$ cat config.mk
export PLATFORM = sky130hd
export DESIGN_NAME = nfcufc_parser
export DESIGN_NICKNAME = d
export VERILOG_FILES = /design/src/hdl/nfcufc_pkg.sv /design/src/hdl/nfcufc_parser.sv
export SDC_FILE = /design/constraint.sdc
export NUM_CORES = 1
export LEC_CHECK = 0
export BUFFER_PORTS_ARGS = -buffer_cell sky130_fd_sc_hd__buf_2
export CAP_MARGIN = 20
export CORE_ASPECT_RATIO = 2
export CORE_UTILIZATION = 62
export CTS_CLUSTER_SIZE = 40
export DETAILED_ROUTE_END_ITERATION = 8
export PLACE_DENSITY = 0.79
export SYNTH_ARGS = -nofsm -noshare
export SYNTH_HDL_FRONTEND = slang
export SYNTH_SLANG_ARGS = --single-unit
$ cat constraint.sdc
create_clock -name clk -period 4.55 [get_ports clk]
set_input_delay 0.455 -clock clk [delete_from_list [all_inputs] [get_ports clk]]
set_output_delay 0.455 -clock clk [all_outputs]
set_load 0.01 [all_outputs]
$ cat src/hdl/nfcufc_pkg.sv
`timescale 1ns / 1ps

package nfcufc_pkg;

    // Frame layout
    localparam int HDR_LEN             = 6;
    localparam int MAX_FRAME_BYTES_DEF = 262;
    localparam int CAP_W               = 9;
    localparam int POS_W               = 9;

    localparam logic [7:0] BYTE_ZERO = 8'h00;
    localparam logic [7:0] BYTE_FF   = 8'hFF;

    typedef enum logic [2:0] {
        ST_DATA_OK  = 3'd0,
        ST_ACK      = 3'd1,
        ST_NACK     = 3'd2,
        ST_LEN_ERR  = 3'd3,
        ST_DATA_ERR = 3'd4,
        ST_TRUNC    = 3'd5,
        ST_TIMEOUT  = 3'd6
    } frame_status_t;

    typedef struct packed {
        logic [7:0] rx_byte;
        logic       timed_out;
    } rx_beat_t;

    typedef struct packed {
        logic          data_valid;
        logic [7:0]    data_byte;
        logic          frame_end;
        frame_status_t frame_status;
    } res_beat_t;

    typedef logic [CAP_W-1:0] cap_t;

endpackage

$ cat src/hdl/nfcufc_parser.sv
`timescale 1ns / 1ps

module nfcufc_parser
    import nfcufc_pkg::*;
(
    input  logic             clk,
    input  logic             rst_n,
    input  logic             take,
    input  rx_beat_t         beat,
    input  logic [CAP_W-1:0] room,
    output res_beat_t        result
);

    logic [POS_W-1:0] pos_reg, pos_next;
    logic [7:0]       len_reg, len_next;
    logic [POS_W-1:0] rem_reg, rem_next;
    logic [7:0]       sum_reg, sum_next;
    logic             trunc_reg, trunc_next;
    logic [7:0]       hdr_reg [0:HDR_LEN-2];

    logic [7:0]       b;
    logic [7:0]       hdr_len;
    logic [7:0]       hdr_lcs;
    logic [7:0]       lcs_sum;
    logic [POS_W-1:0] need;
    logic             need_over;
    logic [POS_W-1:0] need_eff;
    logic             is_sync;
    logic             is_ack;
    logic             is_nack;
    logic [7:0]       sum_add;
    logic             clear;

    assign b         = beat.rx_byte;
    assign hdr_len   = hdr_reg[3];
    assign hdr_lcs   = hdr_reg[4];
    assign lcs_sum   = hdr_len + hdr_lcs;
    assign need      = {1'b0, hdr_len} + POS_W'(1);
    assign need_over = need > POS_W'(room);
    assign need_eff  = need_over ? POS_W'(room) : need;
    assign is_sync   = (hdr_reg[0] == BYTE_ZERO) && (hdr_reg[1] == BYTE_ZERO)
                    && (hdr_reg[2] == BYTE_FF);
    assign is_ack    = is_sync && (hdr_reg[3] == BYTE_ZERO) && (hdr_reg[4] == BYTE_FF)
                    && (b == BYTE_ZERO);
    assign is_nack   = is_sync && (hdr_reg[3] == BYTE_FF) && (hdr_reg[4] == BYTE_ZERO)
                    && (b == BYTE_ZERO);
    assign sum_add   = sum_reg + b;

    always_comb
    begin
        result     = '0;
        pos_next   = pos_reg;
        len_next   = len_reg;
        rem_next   = rem_reg;
        sum_next   = sum_reg;
        trunc_next = trunc_reg;
        clear      = 1'b0;

        priority if (beat.timed_out)
        begin
            result.frame_end    = 1'b1;
            result.frame_status = ST_TIMEOUT;
            clear               = 1'b1;
        end
        else if (pos_reg < POS_W'(HDR_LEN - 1))
        begin
            pos_next = pos_reg + POS_W'(1);
        end
        else if (pos_reg == POS_W'(HDR_LEN - 1))
        begin
            priority if (is_ack)
            begin
                result.frame_end    = 1'b1;
                result.frame_status = ST_ACK;
                clear               = 1'b1;
            end
            else if (is_nack)
            begin
                result.frame_end    = 1'b1;
                result.frame_status = ST_NACK;
                clear               = 1'b1;
            end
            else if (lcs_sum != 8'd0)
            begin
                result.frame_end    = 1'b1;
                result.frame_status = ST_LEN_ERR;
                clear               = 1'b1;
            end
            else
            begin
                // First payload byte (TFI) opens the running sum
                if (hdr_len != 8'd0)
                begin
                    result.data_valid = 1'b1;
                    result.data_byte  = b;
                end
                if (need_eff == '0)
                begin
                    result.frame_end    = 1'b1;
                    result.frame_status = ST_TRUNC;
                    clear               = 1'b1;
                end
                else
                begin
                    pos_next   = pos_reg + POS_W'(1);
                    len_next   = hdr_len;
                    rem_next   = need_eff;
                    sum_next   = b;
                    trunc_next = need_over;
                end
            end
        end
        else
        begin
            if (pos_reg <= ({1'b0, len_reg} + POS_W'(HDR_LEN - 2)))
            begin
                result.data_valid = 1'b1;
                result.data_byte  = b;
            end
            if (pos_reg <= ({1'b0, len_reg} + POS_W'(HDR_LEN - 1)))
            begin
                sum_next = sum_add;
            end
            pos_next = pos_reg + POS_W'(1);
            rem_next = rem_reg - POS_W'(1);
            if (rem_reg <= POS_W'(1))
            begin
                result.frame_end = 1'b1;
                if (trunc_reg)
                begin
                    result.frame_status = ST_TRUNC;
                end
                else if (sum_next == 8'd0)
                begin
                    result.frame_status = ST_DATA_OK;
                end
                else
                begin
                    result.frame_status = ST_DATA_ERR;
                end
                clear = 1'b1;
            end
        end

        if (clear)
        begin
            pos_next   = '0;
            len_next   = '0;
            rem_next   = '0;
            sum_next   = '0;
            trunc_next = 1'b0;
        end
    end

    always_ff @(posedge clk or negedge rst_n)
    begin
        if (!rst_n)
        begin
            pos_reg   <= '0;
            len_reg   <= '0;
            rem_reg   <= '0;
            sum_reg   <= '0;
            trunc_reg <= 1'b0;
        end
        else if (take)
        begin
            pos_reg   <= pos_next;
            len_reg   <= len_next;
            rem_reg   <= rem_next;
            sum_reg   <= sum_next;
            trunc_reg <= trunc_next;
        end
    end

    // Header bytes are only read once all five have been written in this frame
    always_ff @(posedge clk)
    begin
        if (take && !beat.timed_out && (pos_reg < POS_W'(HDR_LEN - 1)))
        begin
            hdr_reg[pos_reg[2:0]] <= b;
        end
    end

endmodule

After elaboration in Yosys (flattened, before gate mapping)

Memory sizes are Yosys's and may differ from the RTL's.
Index checks and enable logic that the tools add are counted.

Bitwise logic cells: 0
Div/mod/pow operators: 0
Multiply operators: 0
Magnitude comparators: 5
Multiplexer cells: 71
Equality and inequality tests: 18
Shifts and indexed selects: 0
Add/sub/neg operators: 7
Reductions and logical operators: 24

Operators with widths:

| operator              | count |
|---|---|
| $mux W9               | 23 |
| $mux W8               | 20 |
| $logic_not A8 Y1      | 6 |
| $mux W13              | 2 |
| $eq A8 B8 Y1 const B  | 3 |
| $mux W4               | 6 |
| $add A8 B3 Y9 const B | 2 |
| $le A9 B9 Y1          | 2 |
| $mux W1               | 18 |
| $add A8 B8 Y8         | 2 |
| $ne A4 B3 Y1 const B  | 4 |
| $reduce_bool A8 Y1    | 2 |
| $ne A3 B3 Y1 const B  | 4 |
| $logic_and A1 B1 Y1   | 10 |
| $add A8 B1 Y9 const B | 1 |
| $add A9 B1 Y9 const B | 1 |
| $eq A9 B3 Y1 const B  | 1 |
| $gt A9 B9 Y1          | 1 |
| $le A9 B1 Y1 const B  | 1 |
| $logic_not A9 Y1      | 1 |
| $lt A9 B3 Y1 const B  | 1 |
| $sub A9 B1 Y9 const B | 1 |
| $reduce_and A8 Y1     | 1 |
| $reduce_and A7 Y1     | 1 |
| 6 further kinds       | 11 |

Bits in latches: 0
Memory bits (writable): 40
Memories kept: 1
Logic and storage cells: 131
Flip-flop bits (word level): 35
Bits in read-only memories: 0

Memory list:

| memory  | depth | width | read ports | clocked after memory_dff | write ports | RTL line            | RTL |
|---|---|---|---|---|---|---|---|
| hdr_reg | 5     | 8     | 5          | 0                        | 1           | nfcufc_parser.sv:19 | `logic [7:0] hdr_reg [0:HDR_LEN-2];` |

Longest topological paths before layout

Gate-level depths: netlist of the first run.

Depth after elaboration: 13
Gate-level depth with buffers: 14

Worst setup path after synthesis of the first run

No wires, ideal clock.

Path kind: register -> output
From: mem hdr_reg[3][0]
To: out result[2] in the netlist's numbering
Arrival: 3.166 ns
Slack: 0.929 ns
Path buffers: 0
Cell stages (with the launch flop): 13
Path through: edfxtp_1 ha_1 nand4_1 nor2_1 xor2_1 ha_1 a21o_1 a21o_1 a2111oi_4 nor4b_1 a211oi_1 a211o_1 a2bb2oi_1

RTL lines:

| element            | RTL line            | RTL |
|---|---|---|
| start: declaration | nfcufc_parser.sv:19 |  |
| end: declaration   | nfcufc_parser.sv:11 | `output res_beat_t result` |

==> impl_results.rst, run 1 <==
.. list-table::
   :header-rows: 1

   * - Metric
     - Value
   * - Placed wire-length estimate after detailed placement
     - 10300 um
   * - Clock latency reported for the late side of the worst-skew pair
     - about 340 ps
   * - Starting Density
     - 64.1%
   * - Number of nets still failing antenna checks after routing
     - 0
   * - Net switching share of the total power
     - about 34%
   * - Share of final-layout standard cells stronger than drive strength 1
     - about an eighth
   * - Vias after detailed routing
     - 4480
   * - Path category of the worst min-delay check
     - in -> async
   * - Maximum Capacitance Violations
     - 0
   * - Ratio of final minimum period to clock period
     - 95.6%
   * - Register bit count reported by yosys
     - 75
   * - Clock skew after layout
     - between 6 and 7 ps
   * - Proportion of synthesized chip area in sequential cells
     - 39.1%
   * - Die Y
     - 133 um
   * - Reg clk slew, reported paths
     - 60 ps
   * - Filler cell count in the final layout
     - 629
   * - DRT Pass-1 Iters
     - 5
   * - Maximum clock path buffer count
     - 2
   * - Setup tns final
     - 0 ps
   * - Dominant cell type by area after synthesis
     - sky130_fd_sc_hd__edfxtp_1
   * - Critical Path, Cell by Cell
     - ha_2 > nand4_1 > nor2_1 > xor2_1 > ha_1 > a21o_1 > a21o_1 > a2111oi_4 > nor4b_2 > a211oi_1 > o21ai_0 > o2111a_1 > buf_2
   * - Slowest stage cell on the critical path
     - sky130_fd_sc_hd__edfxtp_1
   * - Post-layout total power
     - 2.41 mW
   * - Fraction of power consumed by combinational cells
     - 33.8%
   * - Tot GR Track Use
     - 32.9%
   * - WL final
     - 13600 um
   * - First-pass GRT wire length
     - 21500 um
   * - Clock power share
     - 28.3%
   * - Static power due to leakage
     - 2.45 nW
   * - Required arrival time at the worst endpoint
     - 4090 ps
   * - Net switching power
     - 0.828 mW
   * - Sequential Power Share
     - 37.9%
   * - Vias in the first global route
     - approximately 4400
   * - Worst Hold Slack
     - 196 ps
   * - Area share of the leading cell type in the synthesized netlist
     - 22.6%
   * - Initial detailed-routing violation count
     - 325
   * - Count of pins over their slew limit
     - 0
   * - Floorplan Core Area
     - roughly 0.0083 mm2
   * - # setup viols final
     - 0
   * - CP Data Arrival Time
     - 3890 ps
   * - Max Clock Freq
     - 230 MHz
   * - Async SR Flop Fraction
     - 46.7%
   * - Crit Path Category
     - reg -> out
   * - Clk sink count
     - 75
   * - Most numerous cell in the Yosys netlist
     - sky130_fd_sc_hd__ha_1
   * - Ant. Diodes
     - 0
   * - Number of flip-flops under the largest register name
     - 40
   * - Number of distinct library cells after synthesis
     - 63
   * - Number of hold-slack violations in the final timing report
     - 0
   * - Number of top-level pins
     - 34
   * - Clock buffers created by TritonCTS
     - 9
   * - X dimension of the die
     - 67.5 um
   * - Post-Synthesis Cell Area
     - 0.00532 mm2
   * - Final core utilization
     - between 70% and 80%
   * - DRC viols
     - 0
   * - Area contributors post-synth
     - sky130_fd_sc_hd__edfxtp_1 (23%), sky130_fd_sc_hd__dfrtp_1 (16%), sky130_fd_sc_hd__ha_1 (12%), sky130_fd_sc_hd__mux2i_1 (3.2%), sky130_fd_sc_hd__xor2_1 (2.8%)
   * - Top post-synthesis cells by count
     - sky130_fd_sc_hd__ha_1 (50), sky130_fd_sc_hd__edfxtp_1 (40), sky130_fd_sc_hd__dfrtp_1 (35), sky130_fd_sc_hd__inv_1 (32), sky130_fd_sc_hd__nor2_1 (29)
   * - Pin count of the biggest net entering global routing
     - 36
   * - Worst Path Max Fanout
     - 8
   * - Total global routing overflow
     - 0
   * - Worst IR drop on VDD
     - 0.320 mV
   * - Nature of the critical path endpoint
     - output port
   * - Placer Congestion
     - 0.918
   * - Run status
     - finished, final reports clean
   * - Syn_area_per_cell
     - approximately 10 um2
   * - Area of the die
     - 0.00897 mm2
   * - Synthesis Warnings
     - 0
   * - Design internal power
     - 1.58 mW
   * - Type of origin of the critical path
     - register
   * - Relative slew margins
     - 28.1%
   * - Post-Synthesis Cells
     - 524
   * - Initial antenna violation count
     - 0
   * - Cell occurring most often along the worst timing path
     - sky130_fd_sc_hd__a21o_1
   * - Syn Nets
     - 597
   * - Clock tree from TritonCTS
     - yes
   * - Post-route non-filler standard cell count
     - around 660
   * - Area growth from synthesis to final layout
     - 11.1%
   * - Number of core rows
     - 47
   * - DR vias/cell
     - 6.78
   * - Placed cell count
     - 644
   * - Setup repair after global routing missed its margin
     - no
   * - Total number of nets in the final design
     - 632
   * - Post-route minimum period
     - 4350 ps
   * - Worst path max stage delay
     - 470 ps
   * - Total power divided by cell area
     - 408 mW/mm2
   * - Transition at the pin with the smallest max-transition slack
     - 1080 ps
   * - Maximum level of the CTS H-tree
     - 3
   * - Number of flops mapped to enable cells by yosys
     - 40
   * - Root cell of the clock tree
     - sky130_fd_sc_hd__clkbuf_16
   * - Number of buffers added on ports
     - 33
   * - Prevailing post-synth register cell
     - sky130_fd_sc_hd__edfxtp_1
   * - Routed wire length per instance
     - 20.6 um
## routing by layer
layer / wire [um] / vias up / global-route usage (%)
li1: - / 2081 / -
met1: 4850 / 2176 / 33.5
met2: 7160 / 163 / 55.7
met3: 654 / 60 / 7.33
met4: 962 / 0 / 23.9
met5: 0 / - / 0
## path summary, 6_finish.rpt
check	startpoint	to	slack, ps	depth (start not counted)
worst max-delay path	hdr_reg[3][0]$_DFFE_PP_	result[0]	200	13
worst min-delay path	rst_n	len_reg[0]$_DFFE_PN0P_	200	1
worst max register to register	hdr_reg[3][4]$_DFFE_PP_	rem_reg[4]$_DFFE_PN0P_	650	13
worst min register to register	rem_reg[8]$_DFFE_PN0P_	rem_reg[8]$_DFFE_PN0P_	520	1
max in group asynchronous	rst_n	rem_reg[1]$_DFFE_PN0P_	3830	1
min in group clk	beat[4]	hdr_reg[1][3]$_DFFE_PP_	460	1
## power groups by stage
stage          sequential, mW  clock [mW]  combinational (mW)
3_5_place_dp            0.922           0               0.799
6_report                0.914       0.683               0.815
4_1_cts                 0.911       0.693               0.803
5_1_grt                 0.929       0.721               0.908
3_3_place_gp            0.917           0               0.771
2_1_floorplan           0.890           0               0.617
## layout make-up
| type | count | area, um2 | share of cell area [%] |
|---|---|---|---|
| clock buffers | 10 | 229 | 3.88 |
| clock inverters | 5 | 55.1 | 0.933 |
| inverters | 32 | 120 | 2.03 |
| multi-input cells | 401 | 3080 | 52.2 |
| flip-flops and latches | 75 | 2080 | 35.2 |
| well taps | 98 | 123 | 2.08 |
| repair buffers | 40 | 218 | 3.69 |
## stage by stage
stage,worst slack [ps],cell area [um2]
floorplan,929,5320
global placement,569,5570
detailed placement,455,5570
CTS,81.0,5860
global route,9.95,5900
finish,202,5900
## critical path: cells and delay by family, from the launching register on
kind | cells | cell delay (ps)
AO/OA/AOI/OAI | 6 | 1290
XOR/XNOR | 1 | 220
adder cells (fa/ha/maj) | 2 | 550
buffers and inverters | 1 | 130
flip-flops | 1 | 470
AND/OR/NAND/NOR | 3 | 880
## logic make-up after synthesis
family | count (synthesis) | synth area share [%]
AO/OA/AOI/OAI | 130 | 17.8
multiplexers | 17 | 3.20
flip-flops | 75 | 39.1
AND/OR/NAND/NOR | 170 | 18.2
adder cells (fa/ha/maj) | 52 | 12.5
XOR/XNOR | 32 | 5.56
buffers and inverters | 48 | 3.67
## layout by cell type, fill, tap and decap left out, types with 5 or more instances in the layout
master	count
sky130_fd_sc_hd__dfrtp_1	35
sky130_fd_sc_hd__inv_1	32
sky130_fd_sc_hd__buf_4	6
sky130_fd_sc_hd__nand3_1	14
sky130_fd_sc_hd__xor2_1	17
sky130_fd_sc_hd__or4_1	7
sky130_fd_sc_hd__nand4_1	15
sky130_fd_sc_hd__nor2_1	28
sky130_fd_sc_hd__and3_1	8
sky130_fd_sc_hd__nor2b_1	5
sky130_fd_sc_hd__nor4_1	17
sky130_fd_sc_hd__buf_2	33
sky130_fd_sc_hd__mux2i_1	17
sky130_fd_sc_hd__edfxtp_1	40
sky130_fd_sc_hd__clkbuf_16	9
sky130_fd_sc_hd__a32o_1	14
sky130_fd_sc_hd__a22o_1	9
sky130_fd_sc_hd__o21ai_0	27
sky130_fd_sc_hd__xnor2_1	14
sky130_fd_sc_hd__nand2_1	25
sky130_fd_sc_hd__a21oi_1	25
sky130_fd_sc_hd__nor3b_1	10
sky130_fd_sc_hd__nor3_1	11
sky130_fd_sc_hd__o211ai_1	6
sky130_fd_sc_hd__ha_1	49
sky130_fd_sc_hd__a211oi_1	7
sky130_fd_sc_hd__a21o_1	7
## timing repair
action | CTS | global route
setup endpoints to repair | 0 | 3
setup buffers | 0 | 1
resized for setup | 0 | 7
hold endpoints to repair | 0 | 0
hold buffers | 0 | 0
No activity file was read; power rests on OpenSTA's default activity.
==> run 2: changes to the inputs <==
--- a/config.mk
+++ b/config.mk
@@ -12,6 +12,7 @@
 export CTS_CLUSTER_SIZE = 40
 export DETAILED_ROUTE_END_ITERATION = 8
 export PLACE_DENSITY = 0.79
+export SETUP_SLACK_MARGIN = 0.4
 export SYNTH_ARGS = -nofsm -noshare
 export SYNTH_HDL_FRONTEND = slang
 export SYNTH_SLANG_ARGS = --single-unit
==> run 2 against run 1 <==
Net effect: die area stayed put; critical path depth stayed put; routed wire length is 2.0% higher; non-clock buffer count is 13 higher; sequential power hardly changed; highest routed layer unchanged; cell area is 2.9% higher; critical endpoint is now result[2]; sequential cell count stayed put.
==> impl_results.rst, run 2 (synthesis results as in run 1) <==
.. list-table::
   :header-rows: 1

   * - Metric
     - Value
   * - Run status
     - finished, final reports clean
   * - Worst Path Max Fanout
     - 6 (-2)
   * - Clk sink count
     - 75 (unchanged)
   * - Tot GR Track Use
     - 33.4% (+0.49 points)
   * - Start point of the critical path
     - hdr_reg[3][0]$_DFFE_PP_
   * - DR vias/cell
     - 6.73 (-0.66%)
   * - Most common library cell in the layout ignoring fill and taps
     - sky130_fd_sc_hd__ha_1
   * - Worst R2R Path Depth
     - 13 (unchanged)
   * - Clock buffers created by TritonCTS
     - 9 (unchanged)
   * - Total number of nets in the final design
     - 645 (+2.1%)
   * - Most frequent cells in the layout
     - sky130_fd_sc_hd__ha_1 (49), sky130_fd_sc_hd__edfxtp_1 (40), sky130_fd_sc_hd__dfrtp_1 (35)
   * - Relative slew margins
     - 29.3% (+1.2 points)
   * - Count of pins over their slew limit
     - 0 (unchanged)
   * - Routed wire length per instance
     - 20.6 um (about the same)
   * - Vias after detailed routing
     - 4538 (+1.3%)
   * - DRC viols
     - 0 (unchanged)
   * - Slowest stage cell on the critical path
     - sky130_fd_sc_hd__a2111oi_4
   * - Ant. Diodes
     - 0 (unchanged)
   * - Worst reg2reg path endpoint
     - rem_reg[4]$_DFFE_PN0P_
   * - Critical Path, Cell by Cell
     - ha_4 > nand4_1 > nor2_1 > xor2_1 > ha_1 > a21o_1 > a21o_1 > a2111oi_4 > nor4b_4 > a211oi_1 > a211o_1 > a2bb2oi_2 > buf_2
   * - # setup viols final
     - 0 (unchanged)
   * - Ratio of final minimum period to clock period
     - 89.3% (-6.2 points)
   * - Crit Path Category
     - reg -> out
   * - Maximum level of the CTS H-tree
     - 3 (unchanged)
   * - Area growth from synthesis to final layout
     - 14.3%
   * - Nature of the critical path endpoint
     - output port
   * - Root cell of the clock tree
     - sky130_fd_sc_hd__clkbuf_16
   * - Path category of the worst min-delay check
     - in -> async
   * - Number of hold-slack violations in the final timing report
     - 0 (unchanged)
   * - Placed wire-length estimate after detailed placement
     - 10300 um (unchanged)
   * - Clock tree from TritonCTS
     - yes
   * - X dimension of the die
     - 67.5 um (unchanged)
   * - Number of flip-flops under the largest register name
     - 40 (unchanged)
   * - Number of buffers added on ports
     - 33 (unchanged)
   * - Initial detailed-routing violation count
     - 350 (+7.7%)
   * - Number of nets still failing antenna checks after routing
     - 0 (unchanged)
   * - Placer Congestion
     - 0.918 (unchanged)
   * - Hold Buf Count CTS
     - 0 (unchanged)
   * - R2R setup slack
     - 820 ps (+170 ps)
   * - DRT Pass-1 Iters
     - 5 (unchanged)
   * - WL final
     - 13900 um (+2.0%)
   * - Die Y
     - 133 um (unchanged)
   * - Clock latency reported for the late side of the worst-skew pair
     - 340 ps (about the same)
   * - Pin count of the biggest net entering global routing
     - 36 (unchanged)
   * - Setup tns final
     - 0 ps (unchanged)
   * - Maximum Capacitance Violations
     - 0 (unchanged)
   * - Setup repair after global routing missed its margin
     - yes
   * - Transition at the pin with the smallest max-transition slack
     - 1060 ps (-17.5 ps)
   * - Worst IR drop on VDD
     - 0.342 mV (+6.8%)
   * - Area of the die
     - 0.00897 mm2 (unchanged)
   * - Post-route minimum period
     - 4070 ps (-282 ps)
   * - Floorplan Core Area
     - 0.00829 mm2 (unchanged)
   * - First-pass GRT wire length
     - 21800 um (+1.4%)
   * - Number of top-level pins
     - 34 (unchanged)
   * - Number of core rows
     - 47 (unchanged)
   * - Critical Path Sink
     - result[2]
   * - Cell Area, Placed
     - 0.00557 mm2 (unchanged)
   * - Clock skew after layout
     - 7.18 ps (+0.828 ps)
   * - CP Data Arrival Time
     - 3610 ps (-280 ps)
   * - Share of final-layout standard cells stronger than drive strength 1
     - 15.3% (+3.4 points)
   * - Max Clock Freq
     - 246 MHz (+6.9%)
   * - Total global routing overflow
     - 0 (unchanged)
   * - Final core utilization
     - 73.2% (+2.1 points)
   * - Vias in the first global route
     - 4476 (+0.83%)
   * - Required arrival time at the worst endpoint
     - 4090 ps (about the same)
   * - Type of origin of the critical path
     - register
   * - Cell occurring most often along the worst timing path
     - sky130_fd_sc_hd__a21o_1
   * - Total power divided by cell area
     - 399 mW/mm2 (-2.4%)
   * - Area of all placed cells without fillers
     - 0.00607 mm2 (+2.9%)
   * - Worst path max stage delay
     - 480 ps (about the same)
   * - Static power due to leakage
     - 2.52 nW (+2.9%)
   * - Reg clk slew, reported paths
     - 60 ps (about the same)
   * - Maximum clock path buffer count
     - 2 (unchanged)
   * - Starting Density
     - 64.1% (unchanged)
   * - Reg2reg start
     - hdr_reg[3][0]$_DFFE_PP_
   * - Initial antenna violation count
     - 0 (unchanged)
[run 2: worst max-delay path, delay by kind of cell, from the launching register on]
family	cells	cell delay, ps
adders and majority gates	2	470
and+or+nand+nor	3	660
DFF	1	430
xor gates and xnor gates	1	210
AOI/OAI and AO/OA	6	1340
buffers and inverters	1	140
[run 2: how the worst min path moves through the flow]
| stage | end | start |
|---|---|---|
| 3_5_place_dp | rem_reg[8]$_DFFE_PN0P_ | rem_reg[8]$_DFFE_PN0P_ |
| 4_1_cts | len_reg[5]$_DFFE_PN0P_ | rst_n |
| 3_3_place_gp | rem_reg[8]$_DFFE_PN0P_ | rem_reg[8]$_DFFE_PN0P_ |
| 2_1_floorplan | len_reg[0]$_DFFE_PN0P_ | rst_n |
| 6_report | len_reg[0]$_DFFE_PN0P_ | rst_n |
| 5_1_grt | len_reg[2]$_DFFE_PN0P_ | rst_n |
[run 2: power breakdown]
| part | leakage [nW] | switching, mW | internal (mW) |
|---|---|---|---|
| logic | 1.55 | 0.464 | 0.361 |
| registers | 0.835 | 0.106 | 0.808 |
| clock network | 0.136 | 0.263 | 0.419 |
[run 2: per-layer routing]
layer,wire [um],vias to the layer above,GRT usage (%),share of wire [%]
met5,0,-,0,0
met3,648,77,8.62,4.7
met2,7280,162,56.7,52
li1,-,2109,-,-
met4,1060,0,23.8,7.6
met1,4910,2190,33.3,35
[run 2: cell type report]
type,count,area (um2)
clock buffers,10,229
clock inverters,5,55.1
fillers,595,2220
repair buffers,53,315
multi-input cells,401,3150
inverters,32,120
well taps,98,123
flip-flops and latches,75,2080
[run 2: what timing repair did]
action | CTS | global route
pin swaps | 1 | 4
gates resized for setup | 7 | 13
endpoints found under the setup margin | 3 | 3
setup buffers | 3 | 11
[run 2: metrics by stage]
step                      cells  total power, mW  setup WS, ps  hold WS (ps)
after floorplan             524             1.51           929           159
after global placement      644             1.69           569           494
after detailed placement    644             1.72           455           507
after CTS                   662             2.41           405           222
after global routing        674             2.57           250           273
final                       674             2.42           485           199
